### config.mk
export PLATFORM = sky130hd
export DESIGN_NAME = name_initial_bucket_top
export DESIGN_NICKNAME = d
export VERILOG_FILES = /design/src/hdl/nib_pkg.sv /design/src/hdl/name_initial_bucket_top.sv
export SDC_FILE = /design/constraint.sdc
export NUM_CORES = 1
export LEC_CHECK = 0
export BUFFER_PORTS_ARGS = -buffer_cell sky130_fd_sc_hd__buf_2
export CAP_MARGIN = 20
export CORE_AREA = 2 2 125 127
export CTS_CLUSTER_SIZE = 40
export DETAILED_ROUTE_END_ITERATION = 12
export DIE_AREA = 0 0 127 129
export GPL_TIMING_DRIVEN = 0
export RECOVER_POWER = 25
export SLEW_MARGIN = 40
export SYNTH_ARGS = -nofsm -noshare
export SYNTH_HDL_FRONTEND = slang
export SYNTH_SLANG_ARGS = --single-unit
export TNS_END_PERCENT = 1
### constraint.sdc
create_clock -name i_clk -period 3.2 [get_ports i_clk]
set_clock_uncertainty 0.2 [all_clocks]
set_input_delay 0.64 -clock i_clk [delete_from_list [all_inputs] [get_ports i_clk]]
set_output_delay 0.64 -clock i_clk [all_outputs]
set_load 0.02 [all_outputs]
### src/hdl/nib_pkg.sv
// Package for the name initial bucket block: widths, byte codes and the character fold.
package nib_pkg;

    localparam int BYTE_W   = 8;
    localparam int LEN_W    = 2;
    localparam int WORD_W   = 24;
    localparam int BUCKET_W = 5;
    localparam int OUT_TDATA_W = 8;

    localparam logic [LEN_W-1:0] MAX_LEN = 2'd3;

    localparam logic [7:0] SPACE      = 8'h20;
    localparam logic [7:0] MASK_LEAD2 = 8'hE0;
    localparam logic [7:0] LEAD2      = 8'hC0;
    localparam logic [7:0] MASK_LEAD3 = 8'hF0;
    localparam logic [7:0] LEAD3      = 8'hE0;
    localparam logic [7:0] MASK_CONT  = 8'h3F;

    localparam logic [BUCKET_W-1:0] IDX_A = 5'd0;
    localparam logic [BUCKET_W-1:0] IDX_D = 5'd3;
    localparam logic [BUCKET_W-1:0] IDX_E = 5'd4;
    localparam logic [BUCKET_W-1:0] IDX_I = 5'd8;
    localparam logic [BUCKET_W-1:0] IDX_O = 5'd14;
    localparam logic [BUCKET_W-1:0] IDX_U = 5'd20;
    localparam logic [BUCKET_W-1:0] IDX_Y = 5'd24;

    function automatic logic [BUCKET_W-1:0] fold_two(input logic [10:0] cp);
        logic [BUCKET_W-1:0] r;
        r = IDX_A;
        if (cp inside {11'h102, 11'h103}) r = IDX_A;
        else if (cp inside {11'h110, 11'h111}) r = IDX_D;
        else if (cp inside {11'h1A0, 11'h1A1}) r = IDX_O;
        else if (cp inside {11'h1AF, 11'h1B0}) r = IDX_U;
        else if (cp inside {[11'h0C0:11'h0C3], [11'h0E0:11'h0E3]}) r = IDX_A;
        else if (cp inside {[11'h0C8:11'h0CA], [11'h0E8:11'h0EA]}) r = IDX_E;
        else if (cp inside {11'h0CC, 11'h0CD, 11'h0EC, 11'h0ED}) r = IDX_I;
        else if (cp inside {[11'h0D2:11'h0D5], [11'h0F2:11'h0F5]}) r = IDX_O;
        else if (cp inside {11'h0D9, 11'h0DA, 11'h0F9, 11'h0FA}) r = IDX_U;
        else if (cp inside {11'h0DD, 11'h0FD}) r = IDX_Y;
        return r;
    endfunction

    function automatic logic [BUCKET_W-1:0] fold_three(input logic [15:0] cp);
        logic [BUCKET_W-1:0] r;
        r = IDX_A;
        if (cp inside {[16'h1EA0:16'h1EB7]}) r = IDX_A;
        else if (cp inside {[16'h1EB8:16'h1EC7]}) r = IDX_E;
        else if (cp inside {[16'h1EC8:16'h1ECB]}) r = IDX_I;
        else if (cp inside {[16'h1ECC:16'h1EE3]}) r = IDX_O;
        else if (cp inside {[16'h1EE4:16'h1EF1]}) r = IDX_U;
        else if (cp inside {[16'h1EF2:16'h1EF9]}) r = IDX_Y;
        return r;
    endfunction

    function automatic logic [BUCKET_W-1:0] classify(input logic [LEN_W-1:0] len,
                                                     input logic [WORD_W-1:0] bytes);
        logic [7:0] b0;
        logic [7:0] b1;
        logic [7:0] b2;
        logic [7:0] d;
        logic [BUCKET_W-1:0] r;
        b0 = bytes[7:0];
        b1 = bytes[15:8];
        b2 = bytes[23:16];
        d  = 8'd0;
        r  = IDX_A;
        if (len == '0) begin
            r = IDX_A;
        end else if (!b0[7]) begin
            if (b0 inside {[8'h61:8'h7A]}) begin
                d = b0 - 8'h61;
                r = d[BUCKET_W-1:0];
            end else if (b0 inside {[8'h41:8'h5A]}) begin
                d = b0 - 8'h41;
                r = d[BUCKET_W-1:0];
            end
        end else if ((b0 & MASK_LEAD2) == LEAD2) begin
            if (len >= 2'd2) begin
                r = fold_two({b0[4:0], b1[5:0] & MASK_CONT[5:0]});
            end
        end else if ((b0 & MASK_LEAD3) == LEAD3) begin
            if (len == MAX_LEN) begin
                r = fold_three({b0[3:0], b1[5:0] & MASK_CONT[5:0], b2[5:0] & MASK_CONT[5:0]});
            end
        end
        return r;
    endfunction

endpackage

### src/hdl/name_initial_bucket_top.sv
// Top level of the name initial bucket block: word tracking, word select and letter fold.

// The block takes one byte of a UTF-8 full name per cycle on the slave stream, with tlast
// on the final byte, and gives one item on the master stream for each name: the letter index
// (A=0 to Z=25) of the first character of the last non-empty word, with Vietnamese accented
// letters folded to their base letter and 0 for empty names, truncated sequences or unknown
// characters. A byte is taken every cycle unless the output is stalled with a second result
// waiting behind it; the word registers update in the cycle of the byte. After the final byte,
// one register holds the chosen word and a second holds the folded index, so input can
// continue while one result waits to be taken.
module name_initial_bucket_top (
    input  logic                       i_clk,
    input  logic                       i_rst_n,
    input  logic                       i_s_axis_tvalid,
    output logic                       o_s_axis_tready,
    input  logic [nib_pkg::BYTE_W-1:0] i_s_axis_tdata,   // [7:0] name_byte
    input  logic                       i_s_axis_tlast,   // is_last
    output logic                       o_m_axis_tvalid,
    input  logic                       i_m_axis_tready,
    output logic [nib_pkg::OUT_TDATA_W-1:0] o_m_axis_tdata // [4:0] bucket, [7:5] zero
);
    import nib_pkg::*;

    logic [LEN_W-1:0]    r_cur_len,   n_cur_len;
    logic [WORD_W-1:0]   r_cur_bytes, n_cur_bytes;
    logic [LEN_W-1:0]    r_prev_len,  n_prev_len;
    logic [WORD_W-1:0]   r_prev_bytes, n_prev_bytes;
    logic                r_sel_valid;
    logic [LEN_W-1:0]    r_sel_len,   n_sel_len;
    logic [WORD_W-1:0]   r_sel_bytes, n_sel_bytes;
    logic                r_out_valid;
    logic [BUCKET_W-1:0] r_out_bucket;

    logic in_acc;
    logic out_free;
    logic sel_free;

    assign out_free        = !r_out_valid || i_m_axis_tready;
    assign sel_free        = !r_sel_valid || out_free;
    assign o_s_axis_tready = sel_free;
    assign in_acc          = i_s_axis_tvalid && sel_free;

    always_comb begin
        n_cur_len    = r_cur_len;
        n_cur_bytes  = r_cur_bytes;
        n_prev_len   = r_prev_len;
        n_prev_bytes = r_prev_bytes;
        n_sel_len    = '0;
        n_sel_bytes  = '0;
        if (in_acc) begin
            if (i_s_axis_tdata == SPACE) begin
                if (r_cur_len != '0) begin
                    n_prev_len   = r_cur_len;
                    n_prev_bytes = r_cur_bytes;
                end
                n_cur_len   = '0;
                n_cur_bytes = '0;
            end else if (r_cur_len != MAX_LEN) begin
                n_cur_bytes[BYTE_W*r_cur_len +: BYTE_W] = i_s_axis_tdata;
                n_cur_len = r_cur_len + 2'd1;
            end
            if (n_cur_len != '0) begin
                n_sel_len   = n_cur_len;
                n_sel_bytes = n_cur_bytes;
            end else begin
                n_sel_len   = n_prev_len;
                n_sel_bytes = n_prev_bytes;
            end
            if (i_s_axis_tlast) begin
                n_cur_len    = '0;
                n_cur_bytes  = '0;
                n_prev_len   = '0;
                n_prev_bytes = '0;
            end
        end
    end

    always_ff @(posedge i_clk) begin
        if (!i_rst_n) begin
            r_cur_len    <= '0;
            r_cur_bytes  <= '0;
            r_prev_len   <= '0;
            r_prev_bytes <= '0;
            r_sel_valid  <= 1'b0;
            r_out_valid  <= 1'b0;
        end else begin
            r_cur_len    <= n_cur_len;
            r_cur_bytes  <= n_cur_bytes;
            r_prev_len   <= n_prev_len;
            r_prev_bytes <= n_prev_bytes;
            if (sel_free) begin
                r_sel_valid <= in_acc && i_s_axis_tlast;
            end
            if (out_free) begin
                r_out_valid <= r_sel_valid;
            end
        end
    end

    always_ff @(posedge i_clk) begin
        if (sel_free && in_acc && i_s_axis_tlast) begin
            r_sel_len   <= n_sel_len;
            r_sel_bytes <= n_sel_bytes;
        end
        if (out_free && r_sel_valid) begin
            r_out_bucket <= classify(r_sel_len, r_sel_bytes);
        end
    end

    assign o_m_axis_tvalid = r_out_valid;
    assign o_m_axis_tdata  = {{(OUT_TDATA_W-BUCKET_W){1'b0}}, r_out_bucket};

    a_bucket_range: assert property (@(posedge i_clk) disable iff (!i_rst_n)
        r_out_valid |-> (r_out_bucket <= 5'd25))
        else $error("Bucket index out of range.");

    a_clear_after_last: assert property (@(posedge i_clk) disable iff (!i_rst_n)
        (in_acc && i_s_axis_tlast) |=> (r_cur_len == '0 && r_prev_len == '0
                                        && r_sel_valid))
        else $error("Word state not cleared after the final byte.");

    a_empty_word: assert property (@(posedge i_clk) disable iff (!i_rst_n)
        (r_cur_len == '0) |-> (r_cur_bytes == '0))
        else $error("Empty current word holds stale bytes.");

    a_sel_hold: assert property (@(posedge i_clk) disable iff (!i_rst_n)
        (r_sel_valid && !out_free) |=> (r_sel_valid && $stable(r_sel_bytes)))
        else $error("Selected word lost while output stalled.");

endmodule

==> out/results.ini <==
[global_routing]
grt_pass1_wl_um = 19600
antenna_found_initial = 0
first_global_vias = 3705
overflow = 0
grt_max_degree = 23
grt_usage = 0.153

[final_layout]
syn2layout_area_growth_pct = 15.2
fin_area_sq_um = 5070
nets = 520
final_layout_size_suffix_gt1_frac = 0.116
diodes = 0
final_cells = 689

[routing]
drc = 0
ant_nets = 0
routed_wl_um = 12000
vias_per_cell = 5.52
drt_iter0_drc = 263
first_pass_iters = 7
vias = 3802
wl_per_cell_um = 17.3

[clocking]
h-tree-depth = 3
clock_latency_ns = 0.34
tritoncts = done
cts_root_buffer = clkbuf_16
cts-buffers-inserted = 9
clock_sinks = 73
cts_buffer_depth = 2
clk_pin_slew_worst_paths_ns = 0.05

[setup_path]
crit_type = flip-flop to flip-flop
cp-start-kind = flip-flop
crit_chain = inv_1 -> ha_1 -> nand2_1 -> nor4_1 -> o32ai_1 -> o22a_1 -> o311ai_1 -> a211oi_1
critPathBufInv = 1
critPathMaxStageDelay_ns = 0.60
required_ns = 3.06
crit_path_top_delay_cell = nor4_1
crit_fanout = 6
end_kind = flip-flop
cp_top_family = compound AO/OA/AOI/OAI gates
worst-endpoint-arrival_ns = 3.00

[timing]
worst_pin_slew_ns = 0.744
final.period_utilization = 0.979
timing.fmax_mhz = 319
hold_viol_final = 0
finalSetupViolCount = 0
whs_ns = 0.330
slew_violations = 0
slew_headroom = 0.503
post-route-min-period_ns = 3.13

[status]
status = finished, final reports clean

[power_and_ir_drop]
seqPwrFrac = 0.451
p_leak_nw = 1.63
p_comb_frac = 0.111
pwr-share-clk = 0.438
peakVddDrop_mv = 0.470
p_int_w = 0.00169
switchingPower_w = 0.000558
fin_total_pwr_w = 0.00225
switching_share = 0.249
powerDensity_nw_per_um2 = 443

[logic_synthesis]
avgSynthCellArea_sq_um = 9.50
ys_seq_area_frac = 0.394
syn_inst = 463
synthArstFlopShare = 0
ys.flop_type = dfxtp_1
syn_area_sq_um = 4400
ys_types = 71
yosysWarnings = 0
ys_ff_latch = 73
synth_edf_count = 27

[place]
dp.cells = 671
gp_congestion = 0.901
placed_cell_area_sq_um = 4750
io_buffers = 18
hpwl_um = 8670

[die]
start_util = 0.294
placementRows = 45
coreArea_sq_um = 15000
die_y_um = 129
die-area_sq_um = 16400
die-width_um = 127
io_pins = 23

[run]
max-cap-violations = 0

[worst_hold_path]
hold_path.class = flip-flop to flip-flop

-- state kept, by name (all words and copies together), names as in the netlist --
register and cells:
o_m_axis_tvalid 1, r_out_bucket 5, r_sel_bytes 20, r_prev_bytes 20
r_prev_len 2, r_sel_len 2, r_cur_len 2, r_cur_bytes 20
r_sel_valid 1
-- timing repair --
item | 4_1_cts | 5_1_grt
hold buffers | 0 | 0
endpoints found under the setup margin | 0 | 4
resized for setup | 0 | 2
buffers inserted | 0 | 2
-- synth_stat cells (3+ instances only) --
| master | n | area share |
|---|---|---|
| nand2_1 | 16 | 0.014 |
| nor4b_1 | 4 | 0.0080 |
| nand2b_1 | 5 | 0.0071 |
| and2_1 | 12 | 0.017 |
| a22o_1 | 12 | 0.024 |
| nor2_1 | 39 | 0.033 |
| a211oi_1 | 24 | 0.041 |
| xor2_1 | 4 | 0.0080 |
| a21oi_1 | 7 | 0.0080 |
| a22oi_1 | 46 | 0.079 |
| nor2b_1 | 44 | 0.063 |
| buf_4 | 5 | 0.0085 |
| nand4_1 | 4 | 0.0057 |
| o21a_1 | 3 | 0.0051 |
| dfxtp_1 | 46 | 0.21 |
| or3_1 | 4 | 0.0057 |
| nand3b_1 | 3 | 0.0051 |
| nor3_1 | 9 | 0.010 |
| ha_1 | 11 | 0.031 |
| edfxtp_1 | 27 | 0.18 |
| and3_1 | 6 | 0.0085 |
| nand3_1 | 7 | 0.0080 |
| clkbuf_1 | 22 | 0.019 |
| inv_1 | 7 | 0.0060 |
| nor4_1 | 6 | 0.0085 |
| mux2i_1 | 17 | 0.039 |
| buf_2 | 6 | 0.0068 |
| a41oi_1 | 4 | 0.0080 |
| mux2_2 | 4 | 0.010 |
| o21ai_0 | 9 | 0.010 |
-- kinds of logic (layout without fill, tap and decap cells) --
| kind of cell | count (synthesis) | after routing | share of synthesized area |
|---|---|---|---|
| AND/OR/NAND/NOR | 172 | 172 | 0.221 |
| AO/OA/AOI/OAI | 136 | 136 | 0.246 |
| flip-flops | 73 | 73 | 0.394 |
| buffers and inverters | 43 | 79 | 0.0461 |
| multiplexers | 21 | 21 | 0.0489 |
| adder cells (fa/ha/maj) | 11 | 11 | 0.0313 |
| XOR/XNOR | 6 | 6 | 0.0119 |
| other | 1 | 3 | 0.000853 |
-- metal layers --
| layer | track usage | share of wire | wire (um) |
|---|---|---|---|
| met1 | 0.200 | 0.47 | 5600 |
| met3 | 0.0374 | 0.049 | 584 |
| met5 | 0 | 0 | 0 |
| met2 | 0.244 | 0.46 | 5540 |
| met4 | 0.0595 | 0.019 | 227 |
-- area by class of cell --
type,count,area [sq um]
repair buffers,20,95.1
multi-input cells,349,2500
clock inverters,4,23.8
flip-flops and latches,73,1730
well taps,188,235
clock buffers,12,278
plain buffers,36,176
inverters,7,26.3
fillers,1556,9910
-- cells in the final DEF (no fill, tap or decap), types with 4 or more instances in the layout --
master	n
ha_1	11
and2_1	10
inv_1	7
a21oi_1	7
nor3_1	9
mux2i_1	17
or3_1	4
mux2_2	4
dfxtp_1	45
nand3_1	7
o21ai_0	9
a22oi_1	46
nand2_1	16
a41oi_1	4
buf_4	7
xor2_1	4
edfxtp_1	27
nor2_1	39
clkbuf_16	10
clkbuf_1	30
and3_1	6
nand4_1	4
a211oi_1	24
nor2b_1	44
a22o_1	12
nand2b_1	5
nor4_1	5
buf_2	16
-- per-stage QoR --
step / utilization / setup TNS, ns / setup slack [ns]
6_report: 0.338 / 0 / 0.0668
5_1_grt: 0.338 / -0.000939 / -0.000939
4_1_cts: 0.337 / 0 / 0.0816
3_5_place_dp: 0.317 / 0 / 0.0953
3_3_place_gp: 0.316 / 0 / 0.0527
2_1_floorplan: - / 0 / 0.534
-- worst reg2reg max path, cell delays in order, from the launching register on --
cell and delay, ns:
edfxtp_1 0.47, inv_1 0.17, ha_1 0.26, nand2_1 0.13
nor4_1 0.60, o32ai_1 0.21, o22a_1 0.25, o311ai_1 0.43
a211oi_1 0.14
-- power groups by stage --
stage	clock [W]	sequential (W)	combinational, W
floorplan	0	0.00103	0.000164
global placement	0	0.00103	0.000237
detailed placement	0	0.00103	0.000243
CTS	0.00101	0.00101	0.000244
global route	0.00105	0.00101	0.000274
finish	0.000985	0.00101	0.000249
-- path summary, 6_finish.rpt --
kind	start	to	slack [ns]	cells after the start
hold / removal	r_prev_bytes[18]	r_prev_bytes[18]	0.33	2
setup / recovery	r_sel_bytes[1]	r_out_bucket[3]	0.07	8
hold reg to reg	r_prev_bytes[18]	r_prev_bytes[18]	0.33	2
setup reg to reg	r_sel_bytes[1]	r_out_bucket[3]	0.07	8
(Power assumes the default switching activity.)
